### src/design/sphc_pkg.sv
`timescale 1ns / 1ps
// ----------------------------------------------------------------------------
// sphc_pkg
// Shared widths, codes and control structs of the stepper pulse controller.
// ----------------------------------------------------------------------------
package sphc_pkg;

    localparam int TICK_W  = 27;
    localparam int FREQ_W  = 21;
    localparam int CNT_W   = 24;
    localparam int STEPS_W = 32;
    localparam int CFG_W   = 27;
    localparam int CFG_IDX_W = 3;

    localparam int DEF_STEP_COUNT_WIDTH = 32;
    localparam int DEF_PERIOD_WIDTH     = 32;

    localparam logic [TICK_W-1:0] RST_TICK_HZ       = 27'd4000000;
    localparam logic [FREQ_W-1:0] RST_JOG_FREQ     = 21'd80000;
    localparam logic [CNT_W-1:0]  RST_SETTLE_TICKS = 24'd40000;
    localparam logic [CNT_W-1:0]  RST_LOCKOUT      = 24'd100000;
    localparam logic [FREQ_W-1:0] RST_HOME_START   = 21'd32768;
    localparam logic [FREQ_W-1:0] RST_HOME_END     = 21'd128;

    localparam logic [CFG_IDX_W-1:0] CFG_TICK_HZ     = 3'd0;
    localparam logic [CFG_IDX_W-1:0] CFG_JOG_FREQ    = 3'd1;
    localparam logic [CFG_IDX_W-1:0] CFG_SETTLE      = 3'd2;
    localparam logic [CFG_IDX_W-1:0] CFG_LOCKOUT     = 3'd3;
    localparam logic [CFG_IDX_W-1:0] CFG_HOME_START  = 3'd4;
    localparam logic [CFG_IDX_W-1:0] CFG_HOME_END    = 3'd5;

    localparam logic [1:0] KIND_MOVE = 2'd1;
    localparam logic [1:0] KIND_HOME = 2'd2;

    typedef enum logic [1:0] {
        MODE_IDLE = 2'd0,
        MODE_MOVE = 2'd1,
        MODE_JOG  = 2'd2,
        MODE_HOME = 2'd3
    } run_mode_t;

    typedef enum logic [2:0] {
        PH_IDLE      = 3'd0,
        PH_RISE_PRE  = 3'd1,
        PH_RISE_POST = 3'd2,
        PH_FALL_PRE  = 3'd3,
        PH_FALL_POST = 3'd4
    } home_phase_t;

    typedef struct packed {
        logic load;       // capture input transaction
        logic eval;       // commands, jog, homing
        logic div_start;  // launch period division
        logic finish;     // pulse generator, result register
    } sphc_cmd_t;

    typedef struct packed {
        logic train_start; // eval step restarts a pulse train
        logic div_done;
    } sphc_status_t;

endpackage

### src/design/stepper_pulse_and_homing_controller.sv
`timescale 1ns / 1ps
// ----------------------------------------------------------------------------
// stepper_pulse_and_homing_controller
// Step/direction pulse generator with move counting, jog buttons and
// end-switch homing. One input transaction is one timer tick.
// ----------------------------------------------------------------------------
// Sequence: an accepted tick is captured, evaluated and then finished into
//   the result register; a tick that (re)starts a pulse train first waits
//   for the 27-step period divider. A new transaction is taken only once the
//   last one is finished and the result register is free or being read.
// Reset: synchronous, active low; all state idle, config at its defaults.
// ----------------------------------------------------------------------------
module stepper_pulse_and_homing_controller #(
    parameter int STEP_COUNT_WIDTH = sphc_pkg::DEF_STEP_COUNT_WIDTH,
    parameter int PERIOD_WIDTH     = sphc_pkg::DEF_PERIOD_WIDTH
) (
    input  logic                           aclk,
    input  logic                           aresetn,
    // configuration write port
    input  logic                           cfg_wr_en,
    input  logic [sphc_pkg::CFG_IDX_W-1:0] cfg_index,
    input  logic [sphc_pkg::CFG_W-1:0]     cfg_wdata,
    // tick / command transaction
    input  logic                           s_valid,
    output logic                           s_ready,
    input  logic [1:0]                     s_kind,
    input  logic                           s_move_dir,
    input  logic [sphc_pkg::STEPS_W-1:0]   s_move_steps,
    input  logic [sphc_pkg::FREQ_W-1:0]    s_move_freq,
    input  logic                           s_end_switch,
    input  logic                           s_cw_button,
    input  logic                           s_ccw_button,
    // per-tick result transaction
    output logic                           m_valid,
    input  logic                           m_ready,
    output logic                           m_step_out,
    output logic                           m_dir_out,
    output logic                           m_busy_res,
    output logic                           m_done_res,
    output logic                           m_cw_led,
    output logic                           m_ccw_led,
    output logic                           m_rejected
);

    // Controller walks each tick through capture, evaluation (commands,
    // jog, homing), an optional period division, and the pulse-generator
    // update that also loads the result register.
    sphc_pkg::sphc_cmd_t    cmd;
    sphc_pkg::sphc_status_t status;

    sphc_ctrl u_ctrl (
        .aclk    (aclk),
        .aresetn (aresetn),
        .s_valid (s_valid),
        .s_ready (s_ready),
        .m_valid (m_valid),
        .m_ready (m_ready),
        .cmd     (cmd),
        .status  (status)
    );

    // Datapath holds config, motion state, the divider and the result register.
    sphc_datapath #(
        .STEP_COUNT_WIDTH (STEP_COUNT_WIDTH),
        .PERIOD_WIDTH     (PERIOD_WIDTH)
    ) u_dp (
        .aclk         (aclk),
        .aresetn      (aresetn),
        .cmd          (cmd),
        .status       (status),
        .cfg_wr_en    (cfg_wr_en),
        .cfg_index    (cfg_index),
        .cfg_wdata    (cfg_wdata),
        .s_kind       (s_kind),
        .s_move_dir   (s_move_dir),
        .s_move_steps (s_move_steps),
        .s_move_freq  (s_move_freq),
        .s_end_switch (s_end_switch),
        .s_cw_button  (s_cw_button),
        .s_ccw_button (s_ccw_button),
        .m_step_out   (m_step_out),
        .m_dir_out    (m_dir_out),
        .m_busy_res   (m_busy_res),
        .m_done_res   (m_done_res),
        .m_cw_led     (m_cw_led),
        .m_ccw_led    (m_ccw_led),
        .m_rejected   (m_rejected)
    );

endmodule

### src/design/sphc_div.sv
`timescale 1ns / 1ps
// ----------------------------------------------------------------------------
// sphc_div
// Restoring divider, one quotient bit per cycle: tick rate / frequency.
// ----------------------------------------------------------------------------
module sphc_div (
    input  logic                         aclk,
    input  logic                         aresetn,
    input  logic                         start,
    input  logic [sphc_pkg::TICK_W-1:0]  dividend,
    input  logic [sphc_pkg::FREQ_W-1:0]  divisor,
    output logic                         done,
    output logic [sphc_pkg::TICK_W-1:0]  quotient
);

    localparam int TW = sphc_pkg::TICK_W;
    localparam int FW = sphc_pkg::FREQ_W;
    localparam int CW = $clog2(TW);

    logic [FW-1:0] rem_reg, dvs_reg;
    logic [TW-1:0] quo_reg;
    logic [CW-1:0] cnt_reg;
    logic          busy_reg, done_reg;
    logic [FW:0]   trial;
    logic          fits;

    assign trial = {rem_reg, quo_reg[TW-1]};
    assign fits  = trial >= {1'b0, dvs_reg};

    always_ff @(posedge aclk) begin
        if (!aresetn) begin
            busy_reg <= 1'b0;
            done_reg <= 1'b0;
            cnt_reg  <= '0;
        end else begin
            done_reg <= 1'b0;
            if (start) begin
                busy_reg <= 1'b1;
                cnt_reg  <= CW'(TW - 1);
            end else if (busy_reg) begin
                cnt_reg <= cnt_reg - 1'b1;
                if (cnt_reg == '0) begin
                    busy_reg <= 1'b0;
                    done_reg <= 1'b1;
                end
            end
        end
    end

    always_ff @(posedge aclk) begin
        if (start) begin
            rem_reg <= '0;
            quo_reg <= dividend;
            dvs_reg <= divisor;
        end else if (busy_reg) begin
            rem_reg <= fits ? FW'(trial - {1'b0, dvs_reg}) : trial[FW-1:0];
            quo_reg <= {quo_reg[TW-2:0], fits};
        end
    end

    assign done     = done_reg;
    assign quotient = quo_reg;

endmodule

### src/design/sphc_datapath.sv
`timescale 1ns / 1ps
// ----------------------------------------------------------------------------
// sphc_datapath
// Config registers, motion state, period divider and the result register.
// ----------------------------------------------------------------------------
module sphc_datapath #(
    parameter int STEP_COUNT_WIDTH = sphc_pkg::DEF_STEP_COUNT_WIDTH,
    parameter int PERIOD_WIDTH     = sphc_pkg::DEF_PERIOD_WIDTH
) (
    input  logic                           aclk,
    input  logic                           aresetn,
    input  sphc_pkg::sphc_cmd_t            cmd,
    output sphc_pkg::sphc_status_t         status,
    input  logic                           cfg_wr_en,
    input  logic [sphc_pkg::CFG_IDX_W-1:0] cfg_index,
    input  logic [sphc_pkg::CFG_W-1:0]     cfg_wdata,
    input  logic [1:0]                     s_kind,
    input  logic                           s_move_dir,
    input  logic [sphc_pkg::STEPS_W-1:0]   s_move_steps,
    input  logic [sphc_pkg::FREQ_W-1:0]    s_move_freq,
    input  logic                           s_end_switch,
    input  logic                           s_cw_button,
    input  logic                           s_ccw_button,
    output logic                           m_step_out,
    output logic                           m_dir_out,
    output logic                           m_busy_res,
    output logic                           m_done_res,
    output logic                           m_cw_led,
    output logic                           m_ccw_led,
    output logic                           m_rejected
);

    localparam int TW  = sphc_pkg::TICK_W;
    localparam int FW  = sphc_pkg::FREQ_W;
    localparam int NW  = sphc_pkg::CNT_W;
    localparam int IW  = sphc_pkg::STEPS_W;
    localparam int SW  = STEP_COUNT_WIDTH;
    localparam int PW  = PERIOD_WIDTH;
    localparam int QW  = (PW > TW) ? PW : TW;
    localparam int SXW = (SW > IW) ? SW : IW;

    // configuration
    logic [TW-1:0] tick_hz_reg;
    logic [FW-1:0] jog_freq_reg, home_start_reg, home_end_reg;
    logic [NW-1:0] settle_ticks_reg, lockout_reg;

    // captured transaction
    logic [1:0]    kind_reg;
    logic          mdir_reg, es_reg, cwb_reg, ccwb_reg;
    logic [IW-1:0] msteps_reg;
    logic [FW-1:0] mfreq_reg;

    // motion state
    sphc_pkg::run_mode_t   mode_reg;
    sphc_pkg::home_phase_t phase_reg;
    logic          pulsing_reg, dir_reg;
    logic [PW-1:0] plen_reg, pcnt_reg;
    logic [SW-1:0] steps_reg;
    logic [FW-1:0] freq_reg;
    logic [NW-1:0] settle_reg, cwl_reg, ccwl_reg;
    logic [1:0]    btn_prev_reg;
    logic          start_pend_reg, done_pend_reg, rej_pend_reg;

    // eval results
    sphc_pkg::run_mode_t   v_mode;
    sphc_pkg::home_phase_t v_phase;
    logic          v_puls, v_dir, v_done, v_rej, v_st, v_cmd, v_target;
    logic [FW-1:0] v_freq, v_endf;
    logic [SW-1:0] v_steps;
    logic [NW-1:0] v_settle, v_cwl, v_ccwl;
    logic [SXW-1:0] v_msteps_ext;

    logic          div_done;
    logic [TW-1:0] quotient;

    always_ff @(posedge aclk) begin
        if (!aresetn) begin
            tick_hz_reg      <= sphc_pkg::RST_TICK_HZ;
            jog_freq_reg     <= sphc_pkg::RST_JOG_FREQ;
            settle_ticks_reg <= sphc_pkg::RST_SETTLE_TICKS;
            lockout_reg      <= sphc_pkg::RST_LOCKOUT;
            home_start_reg   <= sphc_pkg::RST_HOME_START;
            home_end_reg     <= sphc_pkg::RST_HOME_END;
        end else if (cfg_wr_en) begin
            case (cfg_index)
                sphc_pkg::CFG_TICK_HZ:    tick_hz_reg      <= cfg_wdata[TW-1:0];
                sphc_pkg::CFG_JOG_FREQ:   jog_freq_reg     <= cfg_wdata[FW-1:0];
                sphc_pkg::CFG_SETTLE:     settle_ticks_reg <= cfg_wdata[NW-1:0];
                sphc_pkg::CFG_LOCKOUT:    lockout_reg      <= cfg_wdata[NW-1:0];
                sphc_pkg::CFG_HOME_START: home_start_reg   <= cfg_wdata[FW-1:0];
                sphc_pkg::CFG_HOME_END:   home_end_reg     <= cfg_wdata[FW-1:0];
                default: ;
            endcase
        end
    end

    always_ff @(posedge aclk) begin
        if (cmd.load) begin
            kind_reg   <= s_kind;
            mdir_reg   <= s_move_dir;
            msteps_reg <= s_move_steps;
            mfreq_reg  <= s_move_freq;
            es_reg     <= s_end_switch;
            cwb_reg    <= s_cw_button;
            ccwb_reg   <= s_ccw_button;
        end
    end

    // command, jog and homing for one tick, in that order
    always_comb begin
        v_mode   = mode_reg;
        v_phase  = phase_reg;
        v_puls   = pulsing_reg;
        v_dir    = dir_reg;
        v_freq   = freq_reg;
        v_steps  = steps_reg;
        v_settle = settle_reg;
        v_done   = 1'b0;
        v_rej    = 1'b0;
        v_st     = 1'b0;
        v_cmd    = 1'b0;
        v_cwl    = (cwl_reg != '0) ? cwl_reg - 1'b1 : cwl_reg;
        v_ccwl   = (ccwl_reg != '0) ? ccwl_reg - 1'b1 : ccwl_reg;
        v_endf   = (home_end_reg != '0) ? home_end_reg : FW'(1);
        v_msteps_ext = SXW'(msteps_reg);

        if (kind_reg == sphc_pkg::KIND_MOVE || kind_reg == sphc_pkg::KIND_HOME) begin
            v_cmd = 1'b1;
            if (mode_reg != sphc_pkg::MODE_IDLE) begin
                v_rej = 1'b1;
            end else if (kind_reg == sphc_pkg::KIND_MOVE) begin
                if (msteps_reg == '0) begin
                    v_done = 1'b1;
                end else begin
                    if (v_msteps_ext > SXW'({SW{1'b1}})) begin
                        v_steps = {SW{1'b1}};
                    end else begin
                        v_steps = SW'(v_msteps_ext);
                    end
                    v_mode = sphc_pkg::MODE_MOVE;
                    v_st   = 1'b1;
                    v_puls = 1'b1;
                    v_dir  = mdir_reg;
                    v_freq = (mfreq_reg != '0) ? mfreq_reg : FW'(1);
                end
            end else begin
                v_mode  = sphc_pkg::MODE_HOME;
                v_phase = es_reg ? sphc_pkg::PH_FALL_PRE : sphc_pkg::PH_RISE_PRE;
                v_st    = 1'b1;
                v_puls  = 1'b1;
                v_dir   = es_reg;
                v_freq  = (home_start_reg != '0) ? home_start_reg : FW'(1);
            end
        end

        if (!v_cmd && v_mode == sphc_pkg::MODE_IDLE) begin
            if (!cwb_reg && btn_prev_reg[0] && v_cwl == '0) begin
                v_mode = sphc_pkg::MODE_JOG;
                v_cwl  = lockout_reg;
                v_st   = 1'b1;
                v_puls = 1'b1;
                v_dir  = 1'b0;
                v_freq = (jog_freq_reg != '0) ? jog_freq_reg : FW'(1);
            end else if (!ccwb_reg && btn_prev_reg[1] && v_ccwl == '0) begin
                v_mode = sphc_pkg::MODE_JOG;
                v_ccwl = lockout_reg;
                v_st   = 1'b1;
                v_puls = 1'b1;
                v_dir  = 1'b1;
                v_freq = (jog_freq_reg != '0) ? jog_freq_reg : FW'(1);
            end
        end else if (v_mode == sphc_pkg::MODE_JOG) begin
            if (!v_dir && cwb_reg && v_cwl == '0) begin
                v_mode = sphc_pkg::MODE_IDLE;
                v_puls = 1'b0;
                v_cwl  = lockout_reg;
            end else if (v_dir && ccwb_reg && v_ccwl == '0) begin
                v_mode = sphc_pkg::MODE_IDLE;
                v_puls = 1'b0;
                v_ccwl = lockout_reg;
            end
        end

        v_target = ~v_dir;
        if (v_mode == sphc_pkg::MODE_HOME) begin
            if (v_phase == sphc_pkg::PH_RISE_PRE || v_phase == sphc_pkg::PH_FALL_PRE) begin
                if (es_reg == v_target) begin
                    v_puls   = 1'b0;
                    v_settle = settle_ticks_reg;
                    v_phase  = (v_phase == sphc_pkg::PH_RISE_PRE) ?
                               sphc_pkg::PH_RISE_POST : sphc_pkg::PH_FALL_POST;
                end
            end else if (v_settle != '0) begin
                v_settle = v_settle - 1'b1;
            end else if (es_reg != v_target) begin
                v_phase = (v_phase == sphc_pkg::PH_RISE_POST) ?
                          sphc_pkg::PH_RISE_PRE : sphc_pkg::PH_FALL_PRE;
                v_st   = 1'b1;
                v_puls = 1'b1;
                v_freq = (v_freq != '0) ? v_freq : FW'(1);
            end else if (v_phase == sphc_pkg::PH_RISE_POST) begin
                v_phase = sphc_pkg::PH_FALL_PRE;
                v_st    = 1'b1;
                v_puls  = 1'b1;
                v_dir   = ~v_dir;
                v_freq  = (v_freq != '0) ? v_freq : FW'(1);
            end else if (v_freq > v_endf) begin
                v_phase = sphc_pkg::PH_FALL_PRE;
                v_st    = 1'b1;
                v_puls  = 1'b1;
                v_dir   = ~v_dir;
                v_freq  = (v_freq[FW-1:1] != '0) ? {1'b0, v_freq[FW-1:1]} : FW'(1);
            end else begin
                v_phase = sphc_pkg::PH_IDLE;
                v_mode  = sphc_pkg::MODE_IDLE;
                v_puls  = 1'b0;
                v_done  = 1'b1;
            end
        end
    end

    assign status.train_start = v_st;
    assign status.div_done    = div_done;

    sphc_div u_div (
        .aclk     (aclk),
        .aresetn  (aresetn),
        .start    (cmd.div_start),
        .dividend (tick_hz_reg),
        .divisor  (v_freq),
        .done     (div_done),
        .quotient (quotient)
    );

    // period clamp to [2, PERIOD max]
    logic [QW-1:0] q_ext;
    logic [PW-1:0] plen_new, plen_eff;
    logic [PW:0]   pcnt_inc;
    logic          p_step, p_wrap;
    logic [SW-1:0] steps_dec;

    always_comb begin
        q_ext = QW'(quotient);
        if (q_ext < QW'(2)) begin
            plen_new = PW'(2);
        end else if (q_ext > QW'({PW{1'b1}})) begin
            plen_new = {PW{1'b1}};
        end else begin
            plen_new = PW'(q_ext);
        end
        plen_eff  = start_pend_reg ? plen_new : plen_reg;
        p_step    = pcnt_reg >= (plen_eff >> 1);
        pcnt_inc  = {1'b0, pcnt_reg} + 1'b1;
        p_wrap    = pcnt_inc >= {1'b0, plen_eff};
        steps_dec = (steps_reg != '0) ? steps_reg - 1'b1 : steps_reg;
    end

    always_ff @(posedge aclk) begin
        if (!aresetn) begin
            mode_reg       <= sphc_pkg::MODE_IDLE;
            phase_reg      <= sphc_pkg::PH_IDLE;
            pulsing_reg    <= 1'b0;
            dir_reg        <= 1'b0;
            plen_reg       <= '0;
            pcnt_reg       <= '0;
            steps_reg      <= '0;
            freq_reg       <= '0;
            settle_reg     <= '0;
            cwl_reg        <= '0;
            ccwl_reg       <= '0;
            btn_prev_reg   <= 2'b11;
            start_pend_reg <= 1'b0;
            done_pend_reg  <= 1'b0;
            rej_pend_reg   <= 1'b0;
        end else if (cmd.eval) begin
            mode_reg       <= v_mode;
            phase_reg      <= v_phase;
            pulsing_reg    <= v_puls;
            dir_reg        <= v_dir;
            freq_reg       <= v_freq;
            steps_reg      <= v_steps;
            settle_reg     <= v_settle;
            cwl_reg        <= v_cwl;
            ccwl_reg       <= v_ccwl;
            btn_prev_reg   <= {ccwb_reg, cwb_reg};
            start_pend_reg <= v_st;
            done_pend_reg  <= v_done;
            rej_pend_reg   <= v_rej;
            if (v_st) begin
                pcnt_reg <= '0;
            end
        end else if (cmd.finish) begin
            start_pend_reg <= 1'b0;
            if (start_pend_reg) begin
                plen_reg <= plen_new;
            end
            if (pulsing_reg) begin
                if (p_wrap) begin
                    pcnt_reg <= '0;
                    if (mode_reg == sphc_pkg::MODE_MOVE) begin
                        steps_reg <= steps_dec;
                        if (steps_dec == '0) begin
                            pulsing_reg <= 1'b0;
                            mode_reg    <= sphc_pkg::MODE_IDLE;
                        end
                    end
                end else begin
                    pcnt_reg <= pcnt_inc[PW-1:0];
                end
            end
        end
    end

    // result register
    logic fin_stop, fin_puls;
    assign fin_stop = pulsing_reg && p_wrap && mode_reg == sphc_pkg::MODE_MOVE
                      && steps_dec == '0;
    assign fin_puls = pulsing_reg && !fin_stop;

    always_ff @(posedge aclk) begin
        if (cmd.finish) begin
            m_step_out <= pulsing_reg && p_step;
            m_dir_out  <= dir_reg;
            m_busy_res <= (mode_reg != sphc_pkg::MODE_IDLE) && !fin_stop;
            m_done_res <= done_pend_reg || fin_stop;
            m_cw_led   <= fin_puls && !dir_reg;
            m_ccw_led  <= fin_puls && dir_reg;
            m_rejected <= rej_pend_reg;
        end
    end

endmodule

### src/design/sphc_ctrl.sv
`timescale 1ns / 1ps
// ----------------------------------------------------------------------------
// sphc_ctrl
// Sequencer: capture, evaluate, optional division, finish and hand-off.
// ----------------------------------------------------------------------------
module sphc_ctrl (
    input  logic                   aclk,
    input  logic                   aresetn,
    input  logic                   s_valid,
    output logic                   s_ready,
    output logic                   m_valid,
    input  logic                   m_ready,
    output sphc_pkg::sphc_cmd_t    cmd,
    input  sphc_pkg::sphc_status_t status
);

    typedef enum logic [1:0] {
        ST_IDLE,
        ST_EVAL,
        ST_DIV,
        ST_FIN
    } state_t;

    state_t state_reg, state_next;
    logic   m_valid_reg, m_valid_next;
    logic   accept;

    assign s_ready = (state_reg == ST_IDLE) && (!m_valid_reg || m_ready);
    assign accept  = s_valid && s_ready;

    always_comb begin
        state_next    = state_reg;
        m_valid_next  = m_valid_reg && !m_ready;
        cmd           = '0;
        case (state_reg)
            ST_IDLE: begin
                if (accept) begin
                    cmd.load   = 1'b1;
                    state_next = ST_EVAL;
                end
            end
            ST_EVAL: begin
                cmd.eval = 1'b1;
                if (status.train_start) begin
                    cmd.div_start = 1'b1;
                    state_next    = ST_DIV;
                end else begin
                    state_next = ST_FIN;
                end
            end
            ST_DIV: begin
                if (status.div_done) begin
                    state_next = ST_FIN;
                end
            end
            ST_FIN: begin
                cmd.finish   = 1'b1;
                m_valid_next = 1'b1;
                state_next   = ST_IDLE;
            end
            default: state_next = ST_IDLE;
        endcase
    end

    always_ff @(posedge aclk) begin
        if (!aresetn) begin
            state_reg   <= ST_IDLE;
            m_valid_reg <= 1'b0;
        end else begin
            state_reg   <= state_next;
            m_valid_reg <= m_valid_next;
        end
    end

    assign m_valid = m_valid_reg;

endmodule

### config.mk
export PLATFORM = sky130hd
export DESIGN_NAME = stepper_pulse_and_homing_controller
export DESIGN_NICKNAME = d
export VERILOG_FILES = /design/src/design/sphc_pkg.sv /design/src/design/stepper_pulse_and_homing_controller.sv /design/src/design/sphc_div.sv /design/src/design/sphc_datapath.sv /design/src/design/sphc_ctrl.sv
export SDC_FILE = /design/constraint.sdc
export NUM_CORES = 1
export LEC_CHECK = 0
export BUFFER_PORTS_ARGS = -buffer_cell sky130_fd_sc_hd__buf_2
export CAP_MARGIN = 20
export CORE_ASPECT_RATIO = 0.6
export CORE_UTILIZATION = 45
export CTS_BUF_LIST = sky130_fd_sc_hd__clkbuf_8
export CTS_CLUSTER_DIAMETER = 120
export DETAILED_ROUTE_END_ITERATION = 12
export GPL_TIMING_DRIVEN = 0
export PLACE_DENSITY = 0.6
export SYNTH_ARGS = -nofsm -noshare
export SYNTH_HDL_FRONTEND = slang
export SYNTH_HIERARCHICAL = 1
export SYNTH_SLANG_ARGS = --single-unit
### constraint.sdc
create_clock -name aclk -period 18.6 [get_ports aclk]
set_input_delay 0 -clock aclk [delete_from_list [all_inputs] [get_ports aclk]]
set_output_delay 0 -clock aclk [all_outputs]
set_load 0.02 [all_outputs]
## Yosys cells after proc, flatten, opt, wreduce, memory -nomap -nowiden

Cells that the tools add are included.

- Flip-flop bits (word level): 484
- Input port bits: 94
- Output and inout port bits: 9
- Word-level logic and storage cells: 329

- Add/sub/neg operators: 7
- Magnitude comparators: 6
- Equal/unequal tests: 26
- Multiplexer cells: 170
- Bitwise gates (word level): 4
- Reduce and logical (&&, ||, !) cells: 72

Operator list:

| cell | number |
|---|---|
| $mux W32 | 17 |
| $mux W21 | 19 |
| $mux W24 | 15 |
| $reduce_bool A21 Y1 | 5 |
| $mux W27 | 3 |
| $mux W1 | 74 |
| $reduce_bool A24 Y1 | 3 |
| $sub A24 B1 Y24 const B | 3 |
| $logic_not A32 Y1 | 2 |
| $mux W2 | 28 |
| $logic_not A24 Y1 | 2 |
| $add A32 B1 Y33 const B | 1 |
| $ge A33 B32 Y1 | 1 |
| $ge A32 B31 Y1 | 1 |
| $gt A32 B32 Y1 const B | 1 |
| $reduce_bool A32 Y1 | 1 |
| $sub A32 B1 Y32 const B | 1 |
| $mux W3 | 10 |
| $lt A27 B2 Y1 const B | 1 |
| $ge A22 B21 Y1 | 1 |
| $gt A21 B21 Y1 | 1 |
| $sub A21 B21 Y21 | 1 |
| $logic_and A1 B1 Y1 | 20 |
| $mux W20 | 1 |
| 27 further kinds | 73 |

## Depth between registers and ports, before layout

Gate-level depths: netlist (run 1).

- Depth after elaboration: 20
- Depth in mapped cells: 33
- Gate-level depth less buffers: 27

## Modules after synthesis

The synthesis (run 1) kept the hierarchy.

Modules (own cells, without submodules):

| module | times used | cells each | area an instance (sq um) |
|---|---|---|---|
| sphc_datapath | 1 | 2,840 | 22,580.4 |
| sphc_div | 1 | 415 | 4,264.1 |
| sphc_ctrl | 1 | 27 | 251.5 |

## Least setup slack after synthesis (run 1)

No wires, ideal clock.

- Path type: register to register
- Start: register u_dp.cwl_reg[0]
- End: register u_dp.u_div.quo_reg[0], in the netlist u_dp/u_div/quotient[0], enable pin
- Library setup time: 376 ps
- Data arrival time: 7,749 ps
- Data required time: 18,224 ps
- Slack: 10,476 ps
- Stages on the path, launching flop included: 32
- Path buffers: 6
- Period minus slack after synthesis: 8,124 ps
- Cells stage by stage: dfxtp_1 > inv_1 > ha_1 > or3b_2 > clkbuf_1 > or4_1 > a211oi_1 > a21oi_1 > or4b_1 > nor4_4 > nor2_2 > clkbuf_1 > nand3_1 > nand2_1 > a221oi_1 > inv_1 > ha_1 > nand2_1 > o21ai_0 > a221o_1 > a31oi_1 > a21oi_1 > or2_2 > clkbuf_1 > o31ai_2 > nand3_1 > buf_4 > and2_1 > clkbuf_1 > nor2_1 > clkbuf_1 > inv_1

RTL lines:

| item | RTL line | text |
|---|---|---|
| from (decl) | sphc_datapath.sv:60 | `logic [NW-1:0] settle_reg, cwl_reg, ccwl_reg;` |
| from (signal assigned) | sphc_datapath.sv:283 | `cwl_reg <= v_cwl;` |
| to (signal assigned) | sphc_div.sv:53 | `quo_reg <= dividend;` |
| to (signal assigned) | sphc_div.sv:57 | `quo_reg <= {quo_reg[TW-2:0], fits};` |
| to (decl) | sphc_div.sv:21 | `logic [TW-1:0] quo_reg;` |

==> results of run 1 <==
-- worst max-delay path: cells and delay by family (launching register included) --
family	cells	cell delay (ns)
AOI/OAI and AO/OA	5	2.13
and+or+nand+nor	15	4.99
buffers and inverters	10	2.77
adders and majority gates	2	0.58
DFF	1	0.38
-- layer usage --
metal	GRT usage	vias up	wire length (um)
met2	0.464	1784	42000
li1	-	12700	-
met3	0.107	151	15700
met1	0.551	13500	51700
met5	0	-	0
met4	0.0780	0	1810
-- final cells by class --
type                            count  area (um^2)  share of cell area
Buffer                            200          802              0.0253
Clock buffer                       86         1180              0.0373
Clock inverter                     52          282             0.00888
Inverter                          111          417              0.0131
Multi-Input combinational cell   2487        15100               0.475
Sequential cell                   484        10800               0.342
Tap cell                          781          977              0.0308
Timing Repair Buffer              263         2160              0.0682
-- how the worst min path moves through the flow --
stage	from	endpoint	slack (ns)	cells after the start
2_1_floorplan	s_ccw_button	u_dp/ccwb_reg	0.1	0
3_3_place_gp	s_move_steps[16]	u_dp/msteps_reg[16]	0.18	1
3_5_place_dp	s_move_dir	u_dp/mdir_reg	0.18	1
4_1_cts	s_move_steps[3]	u_dp/msteps_reg[3]	0.00005	2
5_1_grt	s_move_steps[7]	u_dp/msteps_reg[7]	0.02	2
6_report	s_move_steps[7]	u_dp/msteps_reg[7]	0.03	2
-- repair_timing --
action                                  CTS  global route
gates resized for setup                   0             0
hold buffers                            151             0
endpoints found under the hold margin   207             0
endpoints found under the setup margin    0             0
setup buffers                             0             0
-- through the flow --
| stage | area [um^2] | std cells | util | power [mW] |
|---|---|---|---|---|
| 3_5_place_dp | 28600 | 4170 | 0.483 | 5.41 |
| 3_3_place_gp | 28600 | 4165 | 0.482 | 5.35 |
| 5_1_grt | 31700 | 4464 | 0.535 | 6.92 |
| 2_1_floorplan | 27100 | 3282 | - | 4.19 |
| 6_report | 31700 | 4464 | 0.535 | 6.56 |
| 4_1_cts | 31600 | 4459 | 0.533 | 6.36 |
-- kinds of logic (layout without fill, tap and decap cells) --
logic type	Yosys count	count (layout)	synth area share
mux	60	60	0.0240
xor+xnor	67	67	0.0217
fa+ha+maj	122	122	0.0566
compound gates	880	880	0.212
buf+inv	311	712	0.0450
flops	484	484	0.400
simple gates	1358	1358	0.241
-- Yosys cell counts, drive strengths merged, types with 15 or more instances --
library cell  count  share of area
a211oi           29         0.0092
a21o             46          0.013
a21oi           300          0.056
a22oi            62          0.017
a311oi           15         0.0048
a31oi            39         0.0090
and2             30         0.0070
and3             30         0.0070
buf              22         0.0049
clkbuf          178          0.025
dfxtp           370           0.27
edfxtp          114           0.13
ha              121          0.056
inv             109          0.015
mux2             29          0.012
mux2i            30          0.011
nand2           524          0.073
nand2b           23         0.0054
nand3            86          0.016
nand4            55          0.013
nor2            261          0.037
nor2b            44          0.010
nor3             94          0.017
nor4             73          0.018
nor4b            15         0.0048
o211ai           22         0.0061
o21a             17         0.0047
o21ai           156          0.029
o22ai            19         0.0044
o31ai            24         0.0073
or2              18         0.0042
or3              31         0.0072
or4              24         0.0068
xnor2            43          0.014
xor2             24         0.0078
-- power by group through the flow --
stage | clock (mW) | combinational [mW] | sequential (mW)
2_1_floorplan | 0 | 2.70 | 1.49
6_report | 0.920 | 4.07 | 1.57
3_5_place_dp | 0 | 3.83 | 1.58
3_3_place_gp | 0 | 3.78 | 1.58
4_1_cts | 0.929 | 3.87 | 1.56
5_1_grt | 0.979 | 4.35 | 1.59
-- placed cells by master (no fill, tap or decap), types with 16 or more instances in the layout --
| master | instances |
|---|---|
| nor3_1 | 94 |
| a211oi_1 | 24 |
| nand4_1 | 55 |
| nor2b_1 | 43 |
| edfxtp_1 | 114 |
| clkbuf_8 | 86 |
| nand2_1 | 523 |
| nor2_1 | 257 |
| mux2i_1 | 30 |
| xnor2_1 | 43 |
| or4_1 | 23 |
| or2_2 | 16 |
| and2_1 | 28 |
| o22ai_1 | 19 |
| a22oi_1 | 62 |
| o211ai_1 | 22 |
| nand2b_1 | 22 |
| dfxtp_1 | 370 |
| nand3_1 | 86 |
| xor2_1 | 24 |
| dlygate4sd3_1 | 151 |
| mux2_2 | 29 |
| a31oi_1 | 39 |
| ha_1 | 121 |
| and3_1 | 29 |
| nor4_1 | 69 |
| o31ai_1 | 22 |
| o21a_1 | 17 |
| clkbuf_1 | 178 |
| a21oi_1 | 298 |
| o21ai_0 | 150 |
| or3_1 | 31 |
| a21o_1 | 46 |
| buf_2 | 111 |
| inv_1 | 138 |
==> key figures, run 1 <==
Status
  – Outcome: finished, final reports clean

Synthesis
  – Number of distinct library cells after synthesis: 103
  – Async set or reset register ratio after synthesis: 0
  – Synth warn: 6
  – Count of flip-flops with a built-in enable after synthesis: 114
  – Count of mapped cells out of synthesis: 3282
  – Most used flip-flop cell after synthesis: dfxtp_1
  – Synth Register Bits: 484
  – Mapped Area: 27100 um^2
  – Mapped Avg Cell Area: 8.26 um^2
  – Post-synthesis sequential area ratio: 0.400
  – Synthesized netlist net count: 3498

Clock network
  – Number of buffers created by CTS: 76
  – Clk Tree Root Cell: clkbuf_8
  – Number of sinks driven by the clock tree: 484
  – H-tree depth: 3
  – Longest Clk Path Bufs: 3
  – TritonCTS clock tree: yes
  – Clock insertion delay at the later pin of the skew report: 0.72 ns
  – Clock transition time at the flip-flop clock pins of the worst setup and hold paths: 0.07 ns

GRT
  – Overall track demand over capacity in global routing: 0.354
  – Total global routing overflow: 0
  – Antenna violations before repair: 2
  – Number of global-route vias before repair: 25300
  – Wire length of the first global-routing pass: 162 mm
  – Largest net degree at the start of global routing: 42

Power
  – Power Internal: 3.14 mW
  – Static leakage: 12.1 nW
  – Sequential share of power: 0.239
  – VDD IR max: 0.132 mV
  – Net switching fraction of the power: 0.521
  – Relative contribution of combinational cells to total power: 0.621
  – Power density cells: 207 nW/um^2
  – Power dissipated by switching net loads: 3.42 mW
  – Proportion of power drawn by the clock network: 0.140

Place
  – Half-perimeter wire length of the detailed placement result: 83.0 mm
  – Final RePlAce weighted congestion: 1.02
  – Port Buffer Count: 102
  – Worst setup slack after placement: 6.92 ns

Critical path
  – CP most frequent cell: clkbuf_1
  – Master of the slowest instance on the critical path: a221oi_1
  – Crit start category: flip-flop
  – Worst Reg2Reg Path Length in Cells: 32
  – Arrival time of data at the critical path endpoint: 11.62 ns
  – Endpoint of the most critical register-to-register path: u_dp/u_div/quotient[22]
  – Start point of the critical path: u_dp/cwl_reg[0]
  – Top fanout value on the critical path: 25
  – Worst Path Required: 19.04 ns
  – Largest stage delay on the critical path: 1.10 ns
  – Worst flop-to-flop path startpoint: u_dp/cwl_reg[0]
  – Startpoint-to-endpoint class of the critical path: reg2reg
  – Kind of end point of the critical path: flip-flop
  – Worst reg-to-reg setup slack: 7.43 ns
  – Timing endpoint of the critical path: u_dp/u_div/quotient[22]

Timing
  – Post-route minimum period: 11.17 ns
  – Final setup skew: 0.0430 ns
  – Finish-stage setup viols: 0
  – Endpoints failing hold: 0
  – Setup repair after global routing missed its margin: false
  – Final critical-path share of the clock period: 0.601
  – Rel. slew slack: 0.0678
  – Max Clk Rate: 89.5 MHz
  – Worst-case setup margin in the final layout: 7.43 ns
  – Max-slew violation total from the final report: 0
  – Worst-case hold slack: 0.0331 ns
  – Setup TNS: 0 ns
  – Measured slew at the worst slew-check pin: 1.40 ns

Die
  – Area of the core: 59300 um^2
  – Die extent in x: 319 um
  – Die Ht: 192 um
  – DIE AREA: 61200 um^2
  – Ports: 103
  – Site row count: 69
  – Starting Density: 0.457

Detailed routing
  – Iteration count of the initial detailed-routing pass: 8
  – Post-detailed-route count of antenna-violating nets: 0
  – Final routed wirelength across all metal layers: 111 mm
  – Number of DRC violations after detailed routing: 0
  – Drt initial violations: 4465
  – Via-to-Cell Ratio: 6.29
  – Vias after detailed routing: 28100
  – Routed length per placed instance: 24.9 um

Cells and area
  – Filler cell count in the final layout: 5622
  – Total number of nets in the final design: 3839
  – Diodes inserted: 0
  – Area added between synthesis and finish: 17.0%
  – Fraction of final layout cells with drive strength greater than 1: 0.0891

Worst hold path
  – Type of the worst min-delay path: in2reg

Job
  – Max Cap Violations: 0
Power figures use the tool's default switching activity.
==> run 2, diff against run 1 <==
- clock period: 18.6 -> 10.7 ns (I/O delays scaled with it)
==> run 2 against run 1 <==
Routed wire length grew 0.32%. Clock skew shrank 0.00077 ns. Critical path depth fell by 1. Setup slack worse by 7.1 ns. Critical path type unchanged. Largest power group unchanged.
==> key figures, run 2 (synthesized netlist as in run 1, its figures left out) <==
Detailed routing
  – Met3 wirelength from detailed routing: 15.5 mm (-1.3%)
  – Highest routed layer: met4
  – Wire length on met1: 52.0 mm (+0.52%)
  – Length of routed met2 wiring: 42.0 mm (about the same)
  – Number of DRC violations after detailed routing: 0 (unchanged)
  – Iteration count of the initial detailed-routing pass: 6 (-2)
  – Post-detailed-route count of antenna-violating nets: 0 (unchanged)
  – Vias after detailed routing: 28300 (+0.81%)
  – Routed length per placed instance: 25.0 um (+0.34%)
  – Drt initial violations: 4430 (-0.78%)
  – Via-to-Cell Ratio: 6.34 (+0.83%)
  – Final routed wirelength across all metal layers: 112 mm (+0.32%)

Place
  – Port Buffer Count: 102 (unchanged)
  – Half-perimeter wire length of the detailed placement result: 83.0 mm (unchanged)
  – Count of placed standard cells including taps: 4170 (unchanged)
  – Final RePlAce weighted congestion: 1.02 (unchanged)
  – Worst setup slack after placement: -0.976 ns (-7.90 ns)

Power
  – Power Internal: 5.46 mW (+74%)
  – Sequential share of power: 0.239 (about the same)
  – Relative contribution of combinational cells to total power: 0.621 (about the same)
  – Sum of internal, switching and leakage power: 11.4 mW (+74%)
  – Power dissipated by switching net loads: 5.98 mW (+75%)
  – Proportion of power drawn by the clock network: 0.140 (about the same)
  – Power density cells: 360 nW/um^2 (+74%)
  – VDD IR max: 0.228 mV (+73%)
  – Static leakage: 12.1 nW (about the same)
  – Net switching fraction of the power: 0.523 (+0.00137)

Critical path
  – Worst Path Required: 11.03 ns (-8.01 ns)
  – Worst Reg2Reg Path Length in Cells: 31 (-3.1%)
  – Kind of end point of the critical path: flip-flop
  – Endpoint of the most critical register-to-register path: u_dp/u_div/quotient[9]
  – Crit start category: flip-flop
  – Timing endpoint of the critical path: u_dp/u_div/quotient[9]
  – Top fanout value on the critical path: 14 (-44%)
  – Master of the slowest instance on the critical path: or4b_1
  – Worst flop-to-flop path startpoint: u_dp/cwl_reg[0]
  – Startpoint-to-endpoint class of the critical path: reg2reg
  – Largest stage delay on the critical path: 0.65 ns (-0.45 ns)
  – Arrival time of data at the critical path endpoint: 10.66 ns (-0.96 ns)
  – CP most frequent cell: clkbuf_1
  – Worst reg-to-reg setup slack: 0.36 ns (-7.06 ns)
  – Start point of the critical path: u_dp/cwl_reg[0]

Cells and area
  – Most common library cell in the layout ignoring fill and taps: nand2_1
  – Diodes inserted: 0 (unchanged)
  – Area added between synthesis and finish: 17.1% (about the same)
  – Total number of nets in the final design: 3838 (-0.026%)
  – Non-filler instance count after layout: 4463 (-0.022%)
  – Most used cells in the layout excluding fill and tap cells: 523 x nand2_1, 370 x dfxtp_1, 297 x a21oi_1
  – Share of the core filled with cells in the final layout: 0.535 (about the same)
  – Fraction of final layout cells with drive strength greater than 1: 0.0913 (+0.00220)

Die
  – Area of the core: 59300 um^2 (unchanged)
  – Ports: 103 (unchanged)
  – DIE AREA: 61200 um^2 (unchanged)
  – Starting Density: 0.457 (unchanged)
  – Die Ht: 192 um (unchanged)
  – Die extent in x: 319 um (unchanged)
  – Site row count: 69 (unchanged)

Timing
  – Endpoints failing hold: 0 (unchanged)
  – Final critical-path share of the clock period: 0.966 (+0.365)
  – Finish-stage setup viols: 0 (unchanged)
  – Worst-case hold slack: 0.0295 ns (-0.00358 ns)
  – Measured slew at the worst slew-check pin: 1.19 ns (-0.207 ns)
  – Final setup skew: 0.0422 ns (-0.000771 ns)
  – Post-route minimum period: 10.34 ns (-0.840 ns)
  – Worst-case setup margin in the final layout: 0.365 ns (-7.06 ns)
  – Setup repair after global routing missed its margin: false
  – Max Clk Rate: 96.8 MHz (+8.1%)
  – Rel. slew slack: 0.206 (+0.138)
  – Max-slew violation total from the final report: 0 (unchanged)

Job
  – Max Cap Violations: 0 (unchanged)

Clock network
  – Number of post-CTS setup repair buffers: 0 (unchanged)
  – Clock transition time at the flip-flop clock pins of the worst setup and hold paths: 0.07 ns (about the same)
  – Clk Tree Root Cell: clkbuf_8
  – Longest Clk Path Bufs: 3 (unchanged)
  – Number of sinks driven by the clock tree: 484 (unchanged)
  – H-tree depth: 3 (unchanged)
  – Clock insertion delay at the later pin of the skew report: 0.72 ns (about the same)
  – TritonCTS clock tree: yes
  – Number of buffers created by CTS: 76 (unchanged)

Status
  – Outcome: finished, final reports clean

GRT
  – Total global routing overflow: 0 (unchanged)
  – Wire length of the first global-routing pass: 163 mm (+0.15%)
  – Largest net degree at the start of global routing: 42 (unchanged)
  – Overall track demand over capacity in global routing: 0.355 (+0.000625)
  – Antenna violations before repair: 2 (unchanged)
  – Number of global-route vias before repair: 25300 (+0.12%)

Worst hold path
  – Type of the worst min-delay path: in2reg
## run 2: worst max-delay path: cells and delay by family, from the launching register on
family | cells | cell delay [ns]
flops | 1 | 0.39
buf+inv | 9 | 2.52
compound gates | 5 | 1.50
fa+ha+maj | 2 | 0.54
simple gates | 15 | 4.97
## run 2: area by class of cell
cell class	count	area [um^2]
plain buffers	200	805
clock buffers	86	1180
clock inverters	52	282
fillers	5619	27600
inverters	111	420
multi-input cells	2487	15100
flip-flops and latches	484	10800
well taps	781	977
repair buffers	261	2130
repair inverters	1	7.51
## run 2: worst min path at each step
stage	start	endpoint	slack (ns)	cells past startpoint
6_report	s_move_steps[7]	u_dp/msteps_reg[7]	0.03	2
5_1_grt	s_move_steps[7]	u_dp/msteps_reg[7]	0.02	2
4_1_cts	s_move_steps[3]	u_dp/msteps_reg[3]	0.00005	2
3_5_place_dp	s_move_dir	u_dp/mdir_reg	0.18	1
3_3_place_gp	s_move_steps[16]	u_dp/msteps_reg[16]	0.18	1
2_1_floorplan	s_ccw_button	u_dp/ccwb_reg	0.1	0
## run 2: power by group through the flow
stage	registers (mW)	clock network (mW)	logic [mW]
global placement	2.74	0	6.56
CTS	2.71	1.61	6.76
detailed placement	2.75	0	6.65
floorplan	2.59	0	4.69
finish	2.73	1.60	7.11
global route	2.77	1.70	7.57
## run 2: layer usage
metal	vias to the layer above	track usage
li1	12700	-
met1	13600	0.552
met2	1818	0.464
met3	176	0.106
met4	0	0.0808
met5	-	0
## run 2: stage by stage
| step | instance area [um^2] | setup TNS (ns) |
|---|---|---|
| final | 31700 | 0 |
| after CTS | 31700 | 0 |
| after floorplan | 27100 | 0 |
| after detailed placement | 28600 | -29.53 |
| after global placement | 28600 | -38.27 |
| after global routing | 31700 | 0 |
## run 2: timing repair
| action | 4_1_cts | 5_1_grt |
|---|---|---|
| setup endpoints to repair | 65 | 27 |
| cloned | 1 | 0 |
| gates resized for setup | 8 | 4 |
| hold buffers | 151 | 0 |
| endpoints found under the hold margin | 207 | 0 |
